### src/hdl/vrss_pkg.sv
// ----------------------------------------------------------------------------
// vrss_pkg
// shared widths, request and status codes and payload types of the
// virtual range segment splitter
// ----------------------------------------------------------------------------
package vrss_pkg;

    localparam int MAX_SEGMENTS_DEF = 64;
    localparam int PIECE_CAP        = 64;

    localparam int TYPE_W = 2;
    localparam int LEN_W  = 40;
    localparam int ADDR_W = 48;
    localparam int STAT_W = 3;
    localparam int SIDX_W = 6;

    // request codes
    localparam logic [TYPE_W-1:0] REQ_CLEAR   = 2'd0;
    localparam logic [TYPE_W-1:0] REQ_APPEND  = 2'd1;
    localparam logic [TYPE_W-1:0] REQ_RESOLVE = 2'd2;
    localparam logic [TYPE_W-1:0] REQ_RSVD    = 2'd3;

    // result status codes
    localparam logic [STAT_W-1:0] ST_SEGMENT    = 3'd0;
    localparam logic [STAT_W-1:0] ST_NO_OVERLAP = 3'd1;
    localparam logic [STAT_W-1:0] ST_ACK        = 3'd2;
    localparam logic [STAT_W-1:0] ST_TABLE_FULL = 3'd3;
    localparam logic [STAT_W-1:0] ST_ZERO_SKIP  = 3'd4;

    typedef struct packed {
        logic [STAT_W-1:0] status;
        logic [SIDX_W-1:0] seg_index;
        logic [LEN_W-1:0]  inner_offset;
        logic [LEN_W-1:0]  piece_bytes;
        logic [ADDR_W-1:0] total_bytes;
        logic              last_piece;
    } t_rsp;

    typedef struct packed {
        logic [ADDR_W-1:0] base;
        logic [LEN_W-1:0]  size;
    } t_seg_entry;

endpackage

### src/hdl/vrss_if.sv


interface vrss_rsp_if;
    logic                        valid;
    logic                        ready;
    logic [vrss_pkg::STAT_W-1:0] status;
    logic [vrss_pkg::SIDX_W-1:0] seg_index;
    logic [vrss_pkg::LEN_W-1:0]  inner_offset;
    logic [vrss_pkg::LEN_W-1:0]  piece_bytes;
    logic [vrss_pkg::ADDR_W-1:0] total_bytes;
    logic                        last_piece;

    modport source (output valid, status, seg_index, inner_offset, piece_bytes,
                    total_bytes, last_piece, input ready);
    modport sink   (input valid, status, seg_index, inner_offset, piece_bytes,
                    total_bytes, last_piece, output ready);
endinterface

### src/hdl/vrss_out_buf.sv
// ----------------------------------------------------------------------------
// vrss_out_buf
// one-entry result register between the engine and the result channel
// ----------------------------------------------------------------------------
module vrss_out_buf (
    input  logic           i_clk,
    input  logic           i_rst_n,
    input  logic           i_push,
    input  vrss_pkg::t_rsp i_rsp,
    output logic           o_push_ready,
    vrss_rsp_if.source     o_rsp
);

    logic           r_valid;
    vrss_pkg::t_rsp r_rsp;

    assign o_push_ready = !r_valid || o_rsp.ready;

    always_ff @(posedge i_clk) begin
        if (!i_rst_n) begin
            r_valid <= 1'b0;
        end else if (o_push_ready) begin
            r_valid <= i_push;
        end
    end

    always_ff @(posedge i_clk) begin
        if (o_push_ready && i_push) begin
            r_rsp <= i_rsp;
        end
    end

    assign o_rsp.valid        = r_valid;
    assign o_rsp.status       = r_rsp.status;
    assign o_rsp.seg_index    = r_rsp.seg_index;
    assign o_rsp.inner_offset = r_rsp.inner_offset;
    assign o_rsp.piece_bytes  = r_rsp.piece_bytes;
    assign o_rsp.total_bytes  = r_rsp.total_bytes;
    assign o_rsp.last_piece   = r_rsp.last_piece;

endmodule

### src/flat_wrapper.sv
// flat-port wrapper written by rule: the top's interface ports become plain ports
module vrss_out_buf_flat 
  (i_clk, i_rst_n, i_push, i_rsp, o_push_ready, o_rsp_valid, o_rsp_status, o_rsp_seg_index, o_rsp_inner_offset, o_rsp_piece_bytes, o_rsp_total_bytes, o_rsp_last_piece, o_rsp_ready);
  vrss_rsp_if o_rsp_i ();
  input  logic i_clk;
  input  logic i_rst_n;
  input  logic i_push;
  input  vrss_pkg::t_rsp i_rsp;
  output logic o_push_ready;
  output wire logic [$bits(o_rsp_i.valid)-1:0] o_rsp_valid;
  output wire logic [$bits(o_rsp_i.status)-1:0] o_rsp_status;
  output wire logic [$bits(o_rsp_i.seg_index)-1:0] o_rsp_seg_index;
  output wire logic [$bits(o_rsp_i.inner_offset)-1:0] o_rsp_inner_offset;
  output wire logic [$bits(o_rsp_i.piece_bytes)-1:0] o_rsp_piece_bytes;
  output wire logic [$bits(o_rsp_i.total_bytes)-1:0] o_rsp_total_bytes;
  output wire logic [$bits(o_rsp_i.last_piece)-1:0] o_rsp_last_piece;
  input wire logic [$bits(o_rsp_i.ready)-1:0] o_rsp_ready;
  assign o_rsp_valid = o_rsp_i.valid;
  assign o_rsp_status = o_rsp_i.status;
  assign o_rsp_seg_index = o_rsp_i.seg_index;
  assign o_rsp_inner_offset = o_rsp_i.inner_offset;
  assign o_rsp_piece_bytes = o_rsp_i.piece_bytes;
  assign o_rsp_total_bytes = o_rsp_i.total_bytes;
  assign o_rsp_last_piece = o_rsp_i.last_piece;
  assign o_rsp_i.ready = o_rsp_ready;
  vrss_out_buf u_core (.i_clk(i_clk), .i_rst_n(i_rst_n), .i_push(i_push), .i_rsp(i_rsp), .o_push_ready(o_push_ready), .o_rsp(o_rsp_i));
endmodule
### config.mk
export PLATFORM = sky130hd
export DESIGN_NAME = vrss_out_buf_flat
export DESIGN_NICKNAME = d
export VERILOG_FILES = /design/src/hdl/vrss_pkg.sv /design/src/hdl/vrss_if.sv /design/src/hdl/vrss_out_buf.sv /design/src/flat_wrapper.sv
export SDC_FILE = /design/constraint.sdc
export NUM_CORES = 1
export LEC_CHECK = 0
export ABC_AREA = 1
export ABC_CLOCK_PERIOD_IN_PS = 10000
export BUFFER_PORTS_ARGS = -buffer_cell sky130_fd_sc_hd__buf_2
export CAP_MARGIN = 20
export CORE_AREA = 2 2 111 113
export DETAILED_ROUTE_END_ITERATION = 10
export DIE_AREA = 0 0 113 115
export PLACE_DENSITY_LB_ADDON = 0.08
export SYNTH_ARGS = -nofsm -noshare
export SYNTH_HDL_FRONTEND = slang
export SYNTH_SLANG_ARGS = --single-unit
### constraint.sdc
create_clock -name i_clk -period 10 [get_ports i_clk]
set_input_delay 0.5 -clock i_clk [delete_from_list [all_inputs] [get_ports i_clk]]
set_output_delay 0.5 -clock i_clk [all_outputs]
set_load 0.02 [all_outputs]
==> Yosys cells after proc, flatten, opt, wreduce, memory -nomap -nowiden <==
Cells that the tools add are included.
{ "totals": {"output_inout_bits": 140, "word_cells": 10, "ff_bits": 139} }
{ "op_classes": {"reduce_logical": 3} }
{ "op_table": {"columns": ["cell", "n"], "rows": [
  ["$logic_and 1x1->1", 1],
  ["$logic_not 1->1", 1],
  ["$logic_or 1x1->1", 1]
]} }

==> Logic depth before layout (Yosys ltp) <==
Gate-level depths: netlist of the first run.
{ "depth": {"word_depth": 3, "ltp_mapped": 3, "ltp_nobuf": 3} }

==> Least setup slack after synthesis of the first run <==
No wires, ideal clock.
{ "synth_timing": {"path_type": "input port to flip-flop", "startpoint": "input port i_push", "endpoint": "register u_core.r_rsp, in the netlist u_core.o_rsp.inner_offset[0] (enable)", "required_ps": 9319, "path_buffers": 0, "path_slack_ps": 2117, "path_stages": 2, "arrival_time_ps": 7202, "setup_time_ps": 681, "path_cell_list": "inv_1 a21oi_1"} }
{ "synth_via": {"elab_chain_len": 1} }
{ "synth_lines": {"columns": ["item", "line", "text"], "rows": [
  ["from (decl)", "flat_wrapper.sv:7", "input logic i_push;"],
  ["$logic_and 1x1->1", "vrss_out_buf.sv:28", "if (o_push_ready && i_push) begin"],
  ["to (signal assigned)", "vrss_out_buf.sv:29", "r_rsp <= i_rsp;"],
  ["to (decl)", "vrss_out_buf.sv:15", "vrss_pkg::t_rsp r_rsp;"]
]} }
Every way passes these cells.
A chain may end at the register's enable or synchronous reset.

==> Worst setup path after layout of the first run <==
{ "layout_timing": {"startpoint": "register u_core.r_valid, in the netlist u_core.o_rsp.valid", "endpoint": "register u_core.r_rsp, in the netlist u_core.o_rsp.inner_offset[18] (enable)"} }
{ "layout_via": {"elab_chain_len": 3} }
{ "layout_lines": {"columns": ["item", "line", "text"], "rows": [
  ["from (decl)", "vrss_out_buf.sv:14", "logic r_valid;"],
  ["from (signal assigned)", "vrss_out_buf.sv:23", "r_valid <= i_push;"],
  ["$logic_not 1->1", "vrss_out_buf.sv:17", "assign o_push_ready = !r_valid || o_rsp.ready;"],
  ["$logic_or 1x1->1", "vrss_out_buf.sv:17", null],
  ["$logic_and 1x1->1", "vrss_out_buf.sv:28", null]
]} }
Every way passes these cells.

==> qor.txt, run 1 <==
Status: complete, but fails checks
Failing checks: DRC
Gpl congestion: 0.756
Sequential share of power: 0.489
Via-per-instance ratio: 4.23
Ports: 282
Fin crit share: 0.244
Fin Hold WS: 261 ps
Largest family of logic cells by synthesized area: compound AO/OA/AOI/OAI gates
CTS Buf Count: 17
Mapped Cells: 145
Hold Fails Final Rpt: 0
Synth Area in Compound Gates: 0.00328
Logic pwr share: 0.084
WL/cell: 16.8 um
Synth unique cells: 7
Slew Viols, Final: 0
Synthesized area per cell: 28.9 sq um
Post-Synth XOR/XNOR Area: 0
Synth Register Bits: 139
Buf+Inv Stages, Crit Path: 2
Clock Skew: 5.14 ps
Worst VDD drop: 0.129 mV
Reg clk slew, reported paths: 60 ps
Die ar.: 13000 sq um
Unrepaired setup endpoints after global routing: no
Area grow syn2layout: 52.0%
Critical path class: reg -> reg
Clk_lat worst skew: 410 ps
Synthesized Nets: 287
PwrDens: 221 nW/um^2
Setup TNS: 0 ps
Register area: 4160 sq um
Synthesized cell area: 4200 sq um
Simple-gate area share of the yosys netlist: 0.00149
Leak pwr: 0.00276 uW
Final core utilization: 0.540
Slowest stage delay, CP: 820 ps
Grt ovf: 0
Net switching power: 300 uW
Maxcap violations: 0
Max frequency: 0.410 GHz
Crit-path cells: a21oi_4 > buf_4 > buf_4
Die width: 113 um
Multi-input logic area: 31.3 sq um
Switching part of the total: 0.212
DRT iter0 DRCs: 177
Slew @ Worst Pin: 879 ps
Via count: 2567
Setup crit start kind: flop
First-pass GRT wire length: 14.3 mm
Site Rows: 40
Clk pwr share: 0.427
Critical path data required time: 10030 ps
Commonest non-fill, non-tap cell in the layout: buf_2
Slew HR: 0.414
Crit end category: flop
PortBufs: 281
Maximum fanout along the worst path: 71
Slowest CP cell: buf_4
Buffer count from post-CTS setup fixing: 0
Most frequent cells in the layout: buf_2, edfxtp_1, clkbuf_16
Core ar.: 11800 sq um
Number of global-route vias before repair: 2591
Fill count: 997
Mux cell area share after synthesis: 0
CTS Sinks: 139
Net count reported at finish: 589
Router iterations before antenna repair: 7
Hold WC Path Type: in -> reg
CTS tree: yes
Post_cts resized: 0
Clock buffer depth: 2
Internal power consumption: 1110 uW
Share of layout cells above drive strength 1: 0.678
Initial Util: 0.355
Crit path DAT: 2470 ps
Routed Antenna Nets: 0
Sequential fraction of the synthesis area: 0.993
# hold bufs at CTS: 0
Pin count of the biggest net entering global routing: 72
CTS HTree Levels: 4
Root buf cell: clkbuf_16
Final setup violation count: 0
WL final: 10.2 mm
Period minus WS final: 2440 ps
Initial antenna violation count: 0
DRC viols: 20
Delay-heaviest family, CP: buffers and inverters
Yosys warns: 0
Vert. Die Dim: 115 um
GRT Util Overall: 0.153
ANT cells: 0
Most common cell on crit path: buf_4
Synth Area in Adders: 0
==> stage by stage <==
step / setup slack, ps / power (uW) / cell area, sq um / instances
finish: 7560 / 1410 / 6380 / 607
global route: 7380 / 1460 / 6380 / 607
CTS: 7540 / 1420 / 6380 / 607
detailed placement: 7270 / 822 / 5810 / 575
global placement: 7300 / 820 / 5810 / 575
floorplan: 2120 / 766 / 4200 / 145
==> cell usage after synthesis <==
cell	number	area (sq um)
inv_2	1	3.75
dfxtp_1	1	20.0
a21oi_2	1	8.76
a21oi_1	1	5.00
inv_1	2	7.51
edfxtp_1	138	4140
nand2_2	1	6.26
==> worst paths after layout <==
kind / start / to / slack [ps] / cells past startpoint
worst max-delay path: u_core.o_rsp.valid / u_core.o_rsp.inner_offset[18] / 7560 / 3
worst min-delay path: i_rsp[35] / u_core.o_rsp.total_bytes[34] / 260 / 1
worst max register to register: u_core.o_rsp.valid / u_core.o_rsp.inner_offset[18] / 7560 / 3
worst min register to register: u_core.o_rsp.valid / u_core.o_rsp.valid / 530 / 2
==> area by class of cell <==
class,instances,area share
repair buffers,283,0.223
well taps,147,0.0288
flip-flops and latches,139,0.653
multi-input cells,3,0.00490
inverters,3,0.00177
clock buffers,21,0.0690
clock inverters,11,0.0198
==> per-layer routing <==
layer  wire [um]  global-route usage  up-vias  share of wire
met4         279              0.0935        0          0.027
met1        3330               0.160     1202           0.33
met2        5450               0.257      156           0.53
met3        1150              0.0659       17           0.11
li1            -                   -     1192              -
met5           0                   0        -              0
==> registers in the layout (all words and copies together), names as in the netlist <==
signal and count:
u_core.o_rsp.total_bytes 48, u_core.o_rsp.inner_offset 40, u_core.o_rsp.seg_index 6, u_core.o_rsp.status 3
u_core.o_rsp.valid 1, u_core.o_rsp.last_piece 1, u_core.o_rsp.piece_bytes 40
==> power groups by stage <==
stage,registers (uW),clock network (uW),logic (uW)
after global placement,701,0,119
after CTS,691,614,120
after global routing,693,641,126
after floorplan,755,0,11.0
final,690,601,118
after detailed placement,702,0,120
==> cell families (layout without fill, tap and decap cells) <==
group                  Yosys count  after routing
AOI/OAI and AO/OA                2              2
buffers and inverters            3            318
DFF                            139            139
and+or+nand+nor                  1              1
Power figures use the tool's default switching activity.
==> inputs of run 2 (changes only) <==
--- a/config.mk
+++ b/config.mk
@@ -6,7 +6,7 @@
 export NUM_CORES = 1
 export LEC_CHECK = 0
 export ABC_AREA = 1
-export ABC_CLOCK_PERIOD_IN_PS = 10000
+export ABC_CLOCK_PERIOD_IN_PS = 2400
 export BUFFER_PORTS_ARGS = -buffer_cell sky130_fd_sc_hd__buf_2
 export CAP_MARGIN = 20
 export CORE_AREA = 2 2 111 113
==> constraint.sdc (replaced) <==
create_clock -name i_clk -period 2.4 [get_ports i_clk]
set_input_delay 0.12 -clock i_clk [delete_from_list [all_inputs] [get_ports i_clk]]
set_output_delay 0.12 -clock i_clk [all_outputs]
set_load 0.02 [all_outputs]
==> qor.txt, run 2 <==
Status: aborted with a tool error
Last stage reached: 4_1_cts
Stop err: [ERROR RSZ-0060] Max buffer count reached.
Synth area leader: edfxtp_1
Mapped Cells: 145 (unchanged)
Synth unique cells: 7 (unchanged)
Gpl congestion: 0.722 (-4.5%)
Area post-placement: 5830 sq um (+0.28%)
Die width: 113 um (unchanged)
Yosys top cell area share: 0.988 (unchanged)
Synth Register Bits: 139 (unchanged)
EDFF count, synth: 138 (unchanged)
CTS HTree Levels: 4 (unchanged)
CTS Sinks: 139 (unchanged)
Buffer count from post-CTS setup fixing: 0 (unchanged)
Placed cells: 575 (unchanged)
Top-count cell post-synth: edfxtp_1
Yosys warns: 0 (unchanged)
PortBufs: 281 (unchanged)
CTS Buf Count: 17 (unchanged)
Sequential fraction of the synthesis area: 0.993 (unchanged)
Root buf cell: clkbuf_16
Clock buffer depth: 2 (unchanged)
Synthesized Nets: 287 (unchanged)
Top FF cell, synth: edfxtp_1
Async set-or-reset flop fraction in the synthesized netlist: 0 (unchanged)
Top post-synthesis cells by count: edfxtp_1, inv_1
Synthesized cell area: 4200 sq um (unchanged)
Synth top area cells: edfxtp_1, dfxtp_1, a21oi_2
# hold bufs at CTS: 122 (+122)
Site Rows: 40 (unchanged)
Hpwl dp: 7.47 mm
Initial Util: 0.355 (unchanged)
Ports: 282 (unchanged)
Post_cts resized: 0 (unchanged)
Vert. Die Dim: 115 um (unchanged)
Synthesized area per cell: 28.9 sq um (unchanged)
## run 2: cell counts after synthesis
Identical to the previous run, type by type.
## run 2: through the flow
step	hold slack [ps]	worst slack (ps)
floorplan	219	-733
global placement	297	1030
detailed placement	298	1010
## run 2: logic make-up after synthesis
logic type      synth area share
flops                      0.993
buf+inv                  0.00268
compound gates           0.00328
simple gates             0.00149
==> inputs of run 3 (changes only) <==
--- a/config.mk
+++ b/config.mk
@@ -9,10 +9,10 @@
 export ABC_CLOCK_PERIOD_IN_PS = 2400
 export BUFFER_PORTS_ARGS = -buffer_cell sky130_fd_sc_hd__buf_2
 export CAP_MARGIN = 20
-export CORE_AREA = 2 2 111 113
+export CORE_AREA = 2 2 109 111
 export DETAILED_ROUTE_END_ITERATION = 10
-export DIE_AREA = 0 0 113 115
-export PLACE_DENSITY_LB_ADDON = 0.08
+export DIE_AREA = 0 0 111 113
+export PLACE_DENSITY_LB_ADDON = 0.15
 export SYNTH_ARGS = -nofsm -noshare
 export SYNTH_HDL_FRONTEND = slang
 export SYNTH_SLANG_ARGS = --single-unit
==> qor.txt, run 3 <==
Status: aborted with a tool error
Last stage reached: 4_1_cts
Stop err: [ERROR RSZ-0060] Max buffer count reached.
Post_cts resized: 0 (unchanged)
Async set-or-reset flop fraction in the synthesized netlist: 0 (unchanged)
Vert. Die Dim: 113 um (-1.7%)
Hpwl dp: 7.20 mm (-3.6%)
# hold bufs at CTS: 121 (-0.82%)
Synth top area cells: edfxtp_1, dfxtp_1, a21oi_2
Root buf cell: clkbuf_16
Buffer count from post-CTS setup fixing: 0 (unchanged)
Initial Util: 0.372 (+0.0170)
Gpl congestion: 0.741 (+2.5%)
Clock buffer depth: 2 (unchanged)
Yosys top cell area share: 0.988 (unchanged)
CTS Buf Count: 17 (unchanged)
Synth Register Bits: 139 (unchanged)
Synthesized cell area: 4200 sq um (unchanged)
Top post-synthesis cells by count: edfxtp_1, inv_1
Sequential fraction of the synthesis area: 0.993 (unchanged)
Die width: 111 um (-1.8%)
Yosys warns: 0 (unchanged)
Top FF cell, synth: edfxtp_1
CTS HTree Levels: 4 (unchanged)
Synthesized Nets: 287 (unchanged)
Synth area leader: edfxtp_1
PortBufs: 281 (unchanged)
Synthesized area per cell: 28.9 sq um (unchanged)
Top-count cell post-synth: edfxtp_1
Site Rows: 39 (-2.5%)
Synth unique cells: 7 (unchanged)
CTS Sinks: 139 (unchanged)
Mapped Cells: 145 (unchanged)
Ports: 282 (unchanged)
EDFF count, synth: 138 (unchanged)
==> run 3: cell counts after synthesis <==
No cell type changed its count.
==> run 3: cells by family after synthesis <==
family,count (synthesis),share of synthesized area
AND/OR/NAND/NOR,1,0.00149
AO/OA/AOI/OAI,2,0.00328
flip-flops,139,0.993
buffers and inverters,3,0.00268
==> run 3: through the flow <==
step           cells   util  setup TNS [ps]  setup slack [ps]  area [sq um]
3_5_place_dp     570  0.516               0               917          5820
2_1_floorplan    145      -         -101150              -733          4210
3_3_place_gp     570  0.516               0               951          5820
