--- src/hdl/vrss_pkg.sv ---
// ----------------------------------------------------------------------------
// vrss_pkg
// shared widths, request and status codes and payload types of the
// virtual range segment splitter
// ----------------------------------------------------------------------------
package vrss_pkg;

    localparam int MAX_SEGMENTS_DEF = 64;
    localparam int PIECE_CAP        = 64;

    localparam int TYPE_W = 2;
    localparam int LEN_W  = 40;
    localparam int ADDR_W = 48;
    localparam int STAT_W = 3;
    localparam int SIDX_W = 6;

    // request codes
    localparam logic [TYPE_W-1:0] REQ_CLEAR   = 2'd0;
    localparam logic [TYPE_W-1:0] REQ_APPEND  = 2'd1;
    localparam logic [TYPE_W-1:0] REQ_RESOLVE = 2'd2;
    localparam logic [TYPE_W-1:0] REQ_RSVD    = 2'd3;

    // result status codes
    localparam logic [STAT_W-1:0] ST_SEGMENT    = 3'd0;
    localparam logic [STAT_W-1:0] ST_NO_OVERLAP = 3'd1;
    localparam logic [STAT_W-1:0] ST_ACK        = 3'd2;
    localparam logic [STAT_W-1:0] ST_TABLE_FULL = 3'd3;
    localparam logic [STAT_W-1:0] ST_ZERO_SKIP  = 3'd4;

    typedef struct packed {
        logic [STAT_W-1:0] status;
        logic [SIDX_W-1:0] seg_index;
        logic [LEN_W-1:0]  inner_offset;
        logic [LEN_W-1:0]  piece_bytes;
        logic [ADDR_W-1:0] total_bytes;
        logic              last_piece;
    } t_rsp;

    typedef struct packed {
        logic [ADDR_W-1:0] base;
        logic [LEN_W-1:0]  size;
    } t_seg_entry;

endpackage

--- src/hdl/vrss_if.sv ---
// ----------------------------------------------------------------------------
// vrss request and result channels
// valid/ready channels carrying the request and result payloads
// ----------------------------------------------------------------------------
interface vrss_req_if;
    logic                      valid;
    logic                      ready;
    logic [vrss_pkg::TYPE_W-1:0] req_type;
    logic [vrss_pkg::LEN_W-1:0]  seg_length;
    logic [vrss_pkg::ADDR_W-1:0] range_first;
    logic [vrss_pkg::ADDR_W-1:0] range_final;

    modport source (output valid, req_type, seg_length, range_first, range_final,
                    input ready);
    modport sink   (input valid, req_type, seg_length, range_first, range_final,
                    output ready);
endinterface


--- src/hdl/vrss_engine.sv ---
// ----------------------------------------------------------------------------
// vrss_engine
// request sequencer: table updates, binary search and forward walk
// ----------------------------------------------------------------------------
module vrss_engine #(
    parameter int MAX_SEGMENTS = vrss_pkg::MAX_SEGMENTS_DEF,
    parameter int IDX_W        = $clog2(MAX_SEGMENTS),
    parameter int CNT_W        = $clog2(MAX_SEGMENTS + 1)
) (
    input  logic                 i_clk,
    input  logic                 i_rst_n,
    vrss_req_if.sink             i_req,
    output logic                 o_wr_en,
    output logic [IDX_W-1:0]     o_wr_addr,
    output vrss_pkg::t_seg_entry o_wr_data,
    output logic                 o_rd_en,
    output logic [IDX_W-1:0]     o_rd_addr,
    input  vrss_pkg::t_seg_entry i_rd_data,
    output logic                 o_push,
    output vrss_pkg::t_rsp       o_push_rsp,
    input  logic                 i_push_ready
);

    localparam int ADDR_W = vrss_pkg::ADDR_W;
    localparam int LEN_W  = vrss_pkg::LEN_W;
    localparam int N_W    = $clog2(vrss_pkg::PIECE_CAP);

    localparam logic [2:0] S_IDLE     = 3'd0;
    localparam logic [2:0] S_DECODE   = 3'd1;
    localparam logic [2:0] S_SRCH     = 3'd2;
    localparam logic [2:0] S_SRCH_CMP = 3'd3;
    localparam logic [2:0] S_WALK_RD  = 3'd4;
    localparam logic [2:0] S_WALK_END = 3'd5;
    localparam logic [2:0] S_WALK_CHK = 3'd6;
    localparam logic [2:0] S_WALK_OUT = 3'd7;

    logic [2:0]                  r_state, n_state;
    logic [CNT_W-1:0]            r_count, n_count;
    logic [ADDR_W-1:0]           r_total, n_total;

    // latched request
    logic [vrss_pkg::TYPE_W-1:0] r_type;
    logic [LEN_W-1:0]            r_len;
    logic [ADDR_W-1:0]           r_first, r_final;

    // search and walk
    logic [CNT_W-1:0]            r_lo, n_lo, r_hi, n_hi;
    logic [IDX_W-1:0]            r_mid, n_mid, r_idx, n_idx;
    logic [N_W-1:0]              r_n, n_n;
    logic [ADDR_W-1:0]           r_base, n_base, r_end, n_end;
    logic [ADDR_W-1:0]           r_s, n_s, r_t, n_t;
    logic                        r_miss, n_miss, r_last, n_last;

    logic [ADDR_W:0]             append_sum;
    logic [CNT_W:0]              lohi_sum;
    logic [CNT_W-1:0]            mid_wide;
    logic [IDX_W+vrss_pkg::SIDX_W-1:0] idx_ext;
    logic [ADDR_W-1:0]           piece_off, piece_len;

    assign append_sum = {1'b0, r_total} + {{(ADDR_W-LEN_W+1){1'b0}}, r_len};
    assign lohi_sum   = {1'b0, r_lo} + {1'b0, r_hi};
    assign mid_wide   = lohi_sum[CNT_W:1];
    assign idx_ext    = {{vrss_pkg::SIDX_W{1'b0}}, r_idx};
    assign piece_off  = r_s - r_base;
    assign piece_len  = r_t - r_s + ADDR_W'(1);

    assign i_req.ready = (r_state == S_IDLE);

    always_comb begin
        n_state    = r_state;
        n_count    = r_count;
        n_total    = r_total;
        n_lo       = r_lo;
        n_hi       = r_hi;
        n_mid      = r_mid;
        n_idx      = r_idx;
        n_n        = r_n;
        n_base     = r_base;
        n_end      = r_end;
        n_s        = r_s;
        n_t        = r_t;
        n_miss     = r_miss;
        n_last     = r_last;
        o_wr_en    = 1'b0;
        o_wr_addr  = r_count[IDX_W-1:0];
        o_wr_data  = '{base: r_total, size: r_len};
        o_rd_en    = 1'b0;
        o_rd_addr  = r_idx;
        o_push     = 1'b0;
        o_push_rsp = '0;
        o_push_rsp.total_bytes = r_total;
        o_push_rsp.last_piece  = 1'b1;

        case (r_state)
            S_IDLE: begin
                if (i_req.valid) begin
                    n_state = S_DECODE;
                end
            end
            S_DECODE: begin
                case (r_type)
                    vrss_pkg::REQ_CLEAR: begin
                        if (i_push_ready) begin
                            o_push  = 1'b1;
                            o_push_rsp.status      = vrss_pkg::ST_ACK;
                            o_push_rsp.total_bytes = '0;
                            n_count = '0;
                            n_total = '0;
                            n_state = S_IDLE;
                        end
                    end
                    vrss_pkg::REQ_APPEND: begin
                        if (i_push_ready) begin
                            o_push  = 1'b1;
                            n_state = S_IDLE;
                            if (r_len == '0) begin
                                o_push_rsp.status = vrss_pkg::ST_ZERO_SKIP;
                            end else if (r_count == CNT_W'(MAX_SEGMENTS) || append_sum[ADDR_W]) begin
                                o_push_rsp.status = vrss_pkg::ST_TABLE_FULL;
                            end else begin
                                o_wr_en = 1'b1;
                                o_push_rsp.status      = vrss_pkg::ST_ACK;
                                o_push_rsp.total_bytes = append_sum[ADDR_W-1:0];
                                n_count = r_count + CNT_W'(1);
                                n_total = append_sum[ADDR_W-1:0];
                            end
                        end
                    end
                    vrss_pkg::REQ_RESOLVE: begin
                        if (r_count == '0 || r_first > r_final) begin
                            if (i_push_ready) begin
                                o_push  = 1'b1;
                                o_push_rsp.status = vrss_pkg::ST_NO_OVERLAP;
                                n_state = S_IDLE;
                            end
                        end else begin
                            n_lo    = '0;
                            n_hi    = r_count;
                            n_n     = '0;
                            n_state = S_SRCH;
                        end
                    end
                    default: begin
                        if (i_push_ready) begin
                            o_push  = 1'b1;
                            o_push_rsp.status = vrss_pkg::ST_ACK;
                            n_state = S_IDLE;
                        end
                    end
                endcase
            end
            S_SRCH: begin
                if (r_lo < r_hi) begin
                    o_rd_en   = 1'b1;
                    o_rd_addr = mid_wide[IDX_W-1:0];
                    n_mid     = mid_wide[IDX_W-1:0];
                    n_state   = S_SRCH_CMP;
                end else begin
                    // segment just below the first base above range_first
                    n_idx   = (r_lo == '0) ? '0 : IDX_W'(r_lo - CNT_W'(1));
                    n_state = S_WALK_RD;
                end
            end
            S_SRCH_CMP: begin
                if (r_first < i_rd_data.base) begin
                    n_hi = CNT_W'(r_mid);
                end else begin
                    n_lo = CNT_W'(r_mid) + CNT_W'(1);
                end
                n_state = S_SRCH;
            end
            S_WALK_RD: begin
                o_rd_en   = 1'b1;
                o_rd_addr = r_idx;
                n_state   = S_WALK_END;
            end
            S_WALK_END: begin
                n_base  = i_rd_data.base;
                n_end   = i_rd_data.base + {{(ADDR_W-LEN_W){1'b0}}, i_rd_data.size}
                          - ADDR_W'(1);
                n_state = S_WALK_CHK;
            end
            S_WALK_CHK: begin
                // segments are contiguous, so only the first one read can miss
                n_miss  = r_end < r_first;
                n_s     = (r_first > r_base) ? r_first : r_base;
                n_t     = (r_final < r_end) ? r_final : r_end;
                n_last  = (r_final <= r_end)
                          || ((CNT_W'(r_idx) + CNT_W'(1)) == r_count)
                          || (r_n == N_W'(vrss_pkg::PIECE_CAP - 1));
                n_state = S_WALK_OUT;
            end
            S_WALK_OUT: begin
                if (i_push_ready) begin
                    o_push = 1'b1;
                    if (r_miss) begin
                        o_push_rsp.status = vrss_pkg::ST_NO_OVERLAP;
                        n_state = S_IDLE;
                    end else begin
                        o_push_rsp.status       = vrss_pkg::ST_SEGMENT;
                        o_push_rsp.seg_index    = idx_ext[vrss_pkg::SIDX_W-1:0];
                        o_push_rsp.inner_offset = piece_off[LEN_W-1:0];
                        o_push_rsp.piece_bytes  = piece_len[LEN_W-1:0];
                        o_push_rsp.last_piece   = r_last;
                        if (r_last) begin
                            n_state = S_IDLE;
                        end else begin
                            n_idx   = r_idx + IDX_W'(1);
                            n_n     = r_n + N_W'(1);
                            n_state = S_WALK_RD;
                        end
                    end
                end
            end
            default: begin
                n_state = S_IDLE;
            end
        endcase
    end

    always_ff @(posedge i_clk) begin
        if (!i_rst_n) begin
            r_state <= S_IDLE;
            r_count <= '0;
            r_total <= '0;
        end else begin
            r_state <= n_state;
            r_count <= n_count;
            r_total <= n_total;
        end
    end

    always_ff @(posedge i_clk) begin
        if (r_state == S_IDLE && i_req.valid) begin
            r_type  <= i_req.req_type;
            r_len   <= i_req.seg_length;
            r_first <= i_req.range_first;
            r_final <= i_req.range_final;
        end
        r_lo   <= n_lo;
        r_hi   <= n_hi;
        r_mid  <= n_mid;
        r_idx  <= n_idx;
        r_n    <= n_n;
        r_base <= n_base;
        r_end  <= n_end;
        r_s    <= n_s;
        r_t    <= n_t;
        r_miss <= n_miss;
        r_last <= n_last;
    end

endmodule

--- src/flat_wrapper.sv ---
// flat-port wrapper written by rule: the top's interface ports become plain ports
module vrss_engine_flat 
#(
    parameter int MAX_SEGMENTS = vrss_pkg::MAX_SEGMENTS_DEF,
    parameter int IDX_W        = $clog2(MAX_SEGMENTS),
    parameter int CNT_W        = $clog2(MAX_SEGMENTS + 1)
)
  (i_clk, i_rst_n, o_wr_en, o_wr_addr, o_wr_data, o_rd_en, o_rd_addr, i_rd_data, o_push, o_push_rsp, i_push_ready, i_req_valid, i_req_req_type, i_req_seg_length, i_req_range_first, i_req_range_final, i_req_ready);
  vrss_req_if i_req_i ();
  input  logic i_clk;
  input  logic i_rst_n;
  output logic o_wr_en;
  output logic [IDX_W-1:0] o_wr_addr;
  output vrss_pkg::t_seg_entry o_wr_data;
  output logic o_rd_en;
  output logic [IDX_W-1:0] o_rd_addr;
  input  vrss_pkg::t_seg_entry i_rd_data;
  output logic o_push;
  output vrss_pkg::t_rsp o_push_rsp;
  input  logic i_push_ready;
  input wire logic [$bits(i_req_i.valid)-1:0] i_req_valid;
  input wire logic [$bits(i_req_i.req_type)-1:0] i_req_req_type;
  input wire logic [$bits(i_req_i.seg_length)-1:0] i_req_seg_length;
  input wire logic [$bits(i_req_i.range_first)-1:0] i_req_range_first;
  input wire logic [$bits(i_req_i.range_final)-1:0] i_req_range_final;
  output wire logic [$bits(i_req_i.ready)-1:0] i_req_ready;
  assign i_req_i.valid = i_req_valid;
  assign i_req_i.req_type = i_req_req_type;
  assign i_req_i.seg_length = i_req_seg_length;
  assign i_req_i.range_first = i_req_range_first;
  assign i_req_i.range_final = i_req_range_final;
  assign i_req_ready = i_req_i.ready;
  vrss_engine #(.MAX_SEGMENTS(MAX_SEGMENTS), .IDX_W(IDX_W), .CNT_W(CNT_W)) u_core (.i_clk(i_clk), .i_rst_n(i_rst_n), .i_req(i_req_i), .o_wr_en(o_wr_en), .o_wr_addr(o_wr_addr), .o_wr_data(o_wr_data), .o_rd_en(o_rd_en), .o_rd_addr(o_rd_addr), .i_rd_data(i_rd_data), .o_push(o_push), .o_push_rsp(o_push_rsp), .i_push_ready(i_push_ready));
endmodule
--- config.mk ---
export PLATFORM = sky130hd
export DESIGN_NAME = vrss_engine_flat
export DESIGN_NICKNAME = d
export VERILOG_FILES = /design/src/hdl/vrss_pkg.sv /design/src/hdl/vrss_if.sv /design/src/hdl/vrss_engine.sv /design/src/flat_wrapper.sv
export SDC_FILE = /design/constraint.sdc
export NUM_CORES = 1
export LEC_CHECK = 0
export ABC_AREA = 1
export BUFFER_PORTS_ARGS = -buffer_cell sky130_fd_sc_hd__buf_4
export CAP_MARGIN = 20
export CORE_MARGIN = 4
export CORE_UTILIZATION = 54
export DETAILED_ROUTE_END_ITERATION = 8
export GPL_TIMING_DRIVEN = 1
export HOLD_SLACK_MARGIN = 0.08
export PLACE_DENSITY = 0.84
export SLEW_MARGIN = 20
export SYNTH_ARGS = -nofsm -noshare
export SYNTH_HDL_FRONTEND = slang
export SYNTH_SLANG_ARGS = --single-unit
--- constraint.sdc ---
create_clock -name i_clk -period 13.8 [get_ports i_clk]
set_input_delay 0.69 -clock i_clk [delete_from_list [all_inputs] [get_ports i_clk]]
set_output_delay 0.69 -clock i_clk [all_outputs]
set_load 0.005 [all_outputs]
Word-level counts from Yosys, hierarchy flattened. Cells that the tools add are included.

Bits of input ports: 230. Bits in read-only memories: 0. Memory bits (writable): 0. Bits in latches: 0. Output and inout bits: 242. Memories: 0. Register bits after elaboration: 406.

$lt $le $gt $ge: 7. Shifts and indexed selects: 0. Add/subtract/negate cells: 13. $mul: 0. Muxes and demuxes: 70. Reductions and logical operators: 21. Bitwise operators: 0. Equal/unequal tests: 25. Div/mod/pow operators: 0.

Operator list (number): 48-bit two-way mux (5); 86-bit two-way mux (2); 48-bit less-than comparator (3); 48-bit > comparator (2); 48-bit one-hot mux with 2 select lines (1); 87-bit two-way mux (1); 40-bit two-way mux (2); 40-bit subtractor (2); 6-bit two-way mux (12); 7-bit two-way mux (10); 48-bit by 40-bit adder with 49-bit output (1); 48-bit by 40-bit adder with 48-bit output (1); 48-bit less-or-equal comparator (1); 48-bit by 1-bit subtractor with 48-bit output (second input constant) (1); 7-bit one-hot mux with 2 select lines (3); 40-bit by 1-bit adder with 40-bit output (second input constant) (1); 40-bit logical NOT (1); 3-bit two-way mux (11); 2-bit != test (second input constant) (12); 3-bit one-hot mux with 8 select lines (1); 6-bit one-hot mux with 2 select lines (2); 1-bit two-way mux (15); 6-bit by 1-bit adder with 7-bit output (second input constant) (2); 7-bit logical NOT (2); 26 further kinds (42).

Depth between registers and ports, before layout.
Depth in word-level cells: 7. Gate-level depth with buffers: 21. Mapped depth without buffers: 20.

Worst setup path before layout. Ideal clock, no wire load.

Path kind: reg-to-reg. Start: reg u_core.r_state[2]. End: reg u_core.r_base[0] (enable). Library setup time: 672 ps. Setup slack: 6068 ps. Cell stages (with the launch flop): 3. Required time: 13128 ps. Data arrival time: 7060 ps. Path through: dfxtp_1 inv_1 nor3_1.

Cells in the longest elaborated chain, start to end: 1.

Ends and longest elaborated chain: from (decl) (line vrss_engine.sv:37) `logic [2:0] r_state, n_state;`; from (signal assigned) (line vrss_engine.sv:227) `r_state <= n_state;`; 3-bit equality test (line vrss_engine.sv:94) `case (r_state)`; to (signal assigned) (line vrss_engine.sv:245) `r_base <= n_base;`; to (decl) (line vrss_engine.sv:50) `logic [ADDR_W-1:0] r_base, n_base, r_end, n_end;`.

No other way between the ends. A chain may end at the register's enable or synchronous reset.

==> run_results.csv <==
group,metric,value,unit
cells_and_area,final_common_cell,"nand2_1",
flow_run,maxCapViolations,0,
pwr,pwr_density_cell,82.6,mW/mm²
clock_tree,htreeDepth,2,
floorplan,die_y,261,µm
sta,max_freq,203,MHz
synth,ys_types,53,
synth,ys_ff_latch,406,
sta,setup_tns,0,ns
pwr,leakage,20.0,nW
floorplan,core,0.0632,mm²
synth,syn-instance-count,4563,
synth,synthesis.area,0.0346,mm²
clock_tree,clockBufferDepth,3,
place,dp_hpwl,110,mm
sta,whs,0.250,ns
synth,yosys_warnings,0,
clock_tree,post_cts_buffers,0,
place,port-buffer-count,471,
sta,hold_viol,0,
clock_tree,cts-root-buf,"clkbuf_16",
global_routing,grt_use_total,37.0,%
pwr,ir_drop,0.0000944,V
worst_setup_path,cp_max_fo,34,
clock_tree,cts_hold_buf,0,
clock_tree,clk_pin_slew,0.06,ns
sta,min_period_over_period,35.7,%
synth,synth.area.top_cells,"edfxtp_1, ha_1, nand2_1",
clock_tree,cts_made_buffers,47,
sta,fin_crit,4.92,ns
cells_and_area,layout_common_cells,"nand2_1, inv_1, ha_1, buf_4, a21oi_1",
global_routing,grt_pass1_vias,32048,
cells_and_area,multiInputGateArea,0.0195,mm²
sta,relSlewSlack,20.8,%
detailed_routing,vias,34167,
place,place_congestion,1.02,
global_routing,grt_max_degree,82,
sta,rsz0062_at_grt,"false",
cells_and_area,drive_gt1_share,11.8,%
floorplan,dieWidth,261,µm
run_status,status,"finished clean",
clock_tree,clock_sink_count,406,
detailed_routing,drt-pass1-iter-count,6,
cells_and_area,ff_latch_area,0.0116,mm²
clock_tree,cts_tree,"yes",
cells_and_area,layout.nets,5770,
synth,syn_nets,5299,
floorplan,io-pin-count,472,
detailed_routing,drt.antenna.violating_nets,0,
min_path,hp-class,"in2reg",
detailed_routing,wirelength,131,mm
cells_and_area,fin_util,64.2,%
clock_tree,cts-resized-gates,0,
cells_and_area,fillCellCount,5540,
sta,setup_viol,0,
global_routing,grt_pass1_wl,191,mm
synth,netlist.area_leader.share,30.2,%
floorplan,start_util,54.7,%
global_routing,grt_overflow,0,
cells_and_area,areaGrowthSynthToFinish,17.4,%
worst_setup_path,cp_data_required_time,13.11,ns
worst_setup_path,end_kind,"output port",
synth,yosys_most_used_dff,"edfxtp_1",
worst_setup_path,worstSetupPathType,"reg2out",
worst_setup_path,worst_setup_path_start_kind,"flop",
detailed_routing,initialDrtViolationCount,4044,
sta,drv_slew,0,
synth,async_flop_share,0,%
synth,ys_seq_area_share,33.6,%
floorplan,std_cell_rows,92,
global_routing,grt_antenna_before_repair,21,
detailed_routing,avgViaCountPerCell,5.76,
detailed_routing,routedWlPerCell,22.1,µm
synth,yosysTopAreaCell,"edfxtp_1",
sta,worst_slew_pin_slew,1.18,ns
floorplan,die_area,0.0681,mm²
synth,synth-edff-count,348,
clock_tree,insertion_delay,0.62,ns
sta,clock_skew,0.0384,ns
detailed_routing,drc,0,
worst_setup_path,arrival,4.23,ns
synth,avgSynthCellArea,7.57,µm²
==> per-layer routing <==
layer	track usage [%]	wire, µm	vias up
met5	0	27	-
met4	11.2	4360	6
met3	6.25	12800	244
met2	57.3	58000	1667
met1	53.4	56100	15964
li1	-	-	16286
==> worst max-delay path, cell delays in order, from the launching register on <==
cell     delay, ns
dfxtp_1       0.38
ha_1          0.20
inv_1         0.07
fa_1          0.41
inv_1         0.10
nand2_1       0.06
nand2_1       0.07
nand3_1       0.09
nand2_1       0.11
nand2_1       0.07
nand2_2       0.12
nand2_1       0.08
nand2_2       0.16
nand2_4       0.10
nand3_4       0.13
nor2_4        0.16
o21ai_4       0.85
nand2_1       0.16
nand2_1       0.14
buf_4         0.11
==> cells in the mapped netlist, types with 8 or more instances <==
cell / number
xnor2_1: 34
edfxtp_1: 348
nor2_1: 398
and3_1: 8
dfxtp_1: 58
o21a_1: 28
buf_2: 8
o21ai_1: 9
a21oi_1: 464
clkbuf_1: 42
a21o_1: 19
o221ai_1: 16
a31oi_1: 49
nor4_1: 27
o21bai_1: 32
o21ai_0: 279
nand2_2: 14
nand4_1: 67
nor3_1: 46
o22ai_1: 8
nand3_1: 203
ha_1: 501
inv_1: 852
xor2_1: 61
nand2_1: 914
==> power by group <==
| part | total, W | switching, W | internal [W] |
|---|---|---|---|
| logic | 0.000648 | 0.000410 | 0.000238 |
| registers | 0.00143 | 0.0000449 | 0.00139 |
| clock network | 0.00127 | 0.000552 | 0.000721 |
==> kinds of logic (layout without fill, tap and decap cells) <==
group / count (synthesis) / after routing / share of synthesized area, %
AND/OR/NAND/NOR: 1700 / 1700 / 20.5
XOR/XNOR: 95 / 95 / 2.41
other: 0 / 14 / 0
AO/OA/AOI/OAI: 942 / 942 / 15.0
flip-flops: 406 / 406 / 33.6
buffers and inverters: 914 / 1423 / 10.1
adder cells (fa/ha/maj): 506 / 506 / 18.4
==> stage by stage <==
stage / total power [W] / instance area (µm²) / cells / setup WS, ns
3_3_place_gp: 0.00207 / 39000 / 5831 / 9.66
3_5_place_dp: 0.00208 / 39000 / 5831 / 9.58
5_1_grt: 0.00347 / 40600 / 5930 / 8.60
4_1_cts: 0.00334 / 40500 / 5918 / 8.93
2_1_floorplan: 0.00182 / 34600 / 4563 / 6.07
6_report: 0.00335 / 40600 / 5932 / 8.88
==> cell type report <==
type,count,area share (%)
multi-input combinational,3243,48.1
sequential,406,28.6
timing repair buffer,482,8.92
inverter,854,7.90
clock buffer,61,3.26
tap,846,2.61
clock inverter,26,0.558
antenna,14,0.0863
==> path summary, 6_finish.rpt <==
check,startpoint,end,slack (ns),cells after the start
worst min register to register,u_core.r_count[6],u_core.r_count[6],0.50,2
worst min-delay path,i_req_seg_length[36],u_core.r_len[36],0.25,1
worst max register to register,u_core.r_first[47],u_core.r_s[33],9.89,12
worst max-delay path,u_core.r_total[0],o_push_rsp[8],8.88,19
==> state kept, by name, indices dropped and copies added, names as in the netlist <==
name and count:
u_core.r_total 48, u_core.r_miss 1, u_core.r_last 1, u_core.r_lo 7
u_core.r_hi 7, u_core.r_t 40, u_core.r_len 40, u_core.r_state 3
u_core.r_mid 6, u_core.r_n 6, u_core.r_count 7, u_core.r_end 48
u_core.r_idx 6, u_core.r_type 2, u_core.r_final 48, u_core.r_base 48
u_core.r_first 48, u_core.r_s 40
Note: power is estimated with default switching activity, not from simulation.
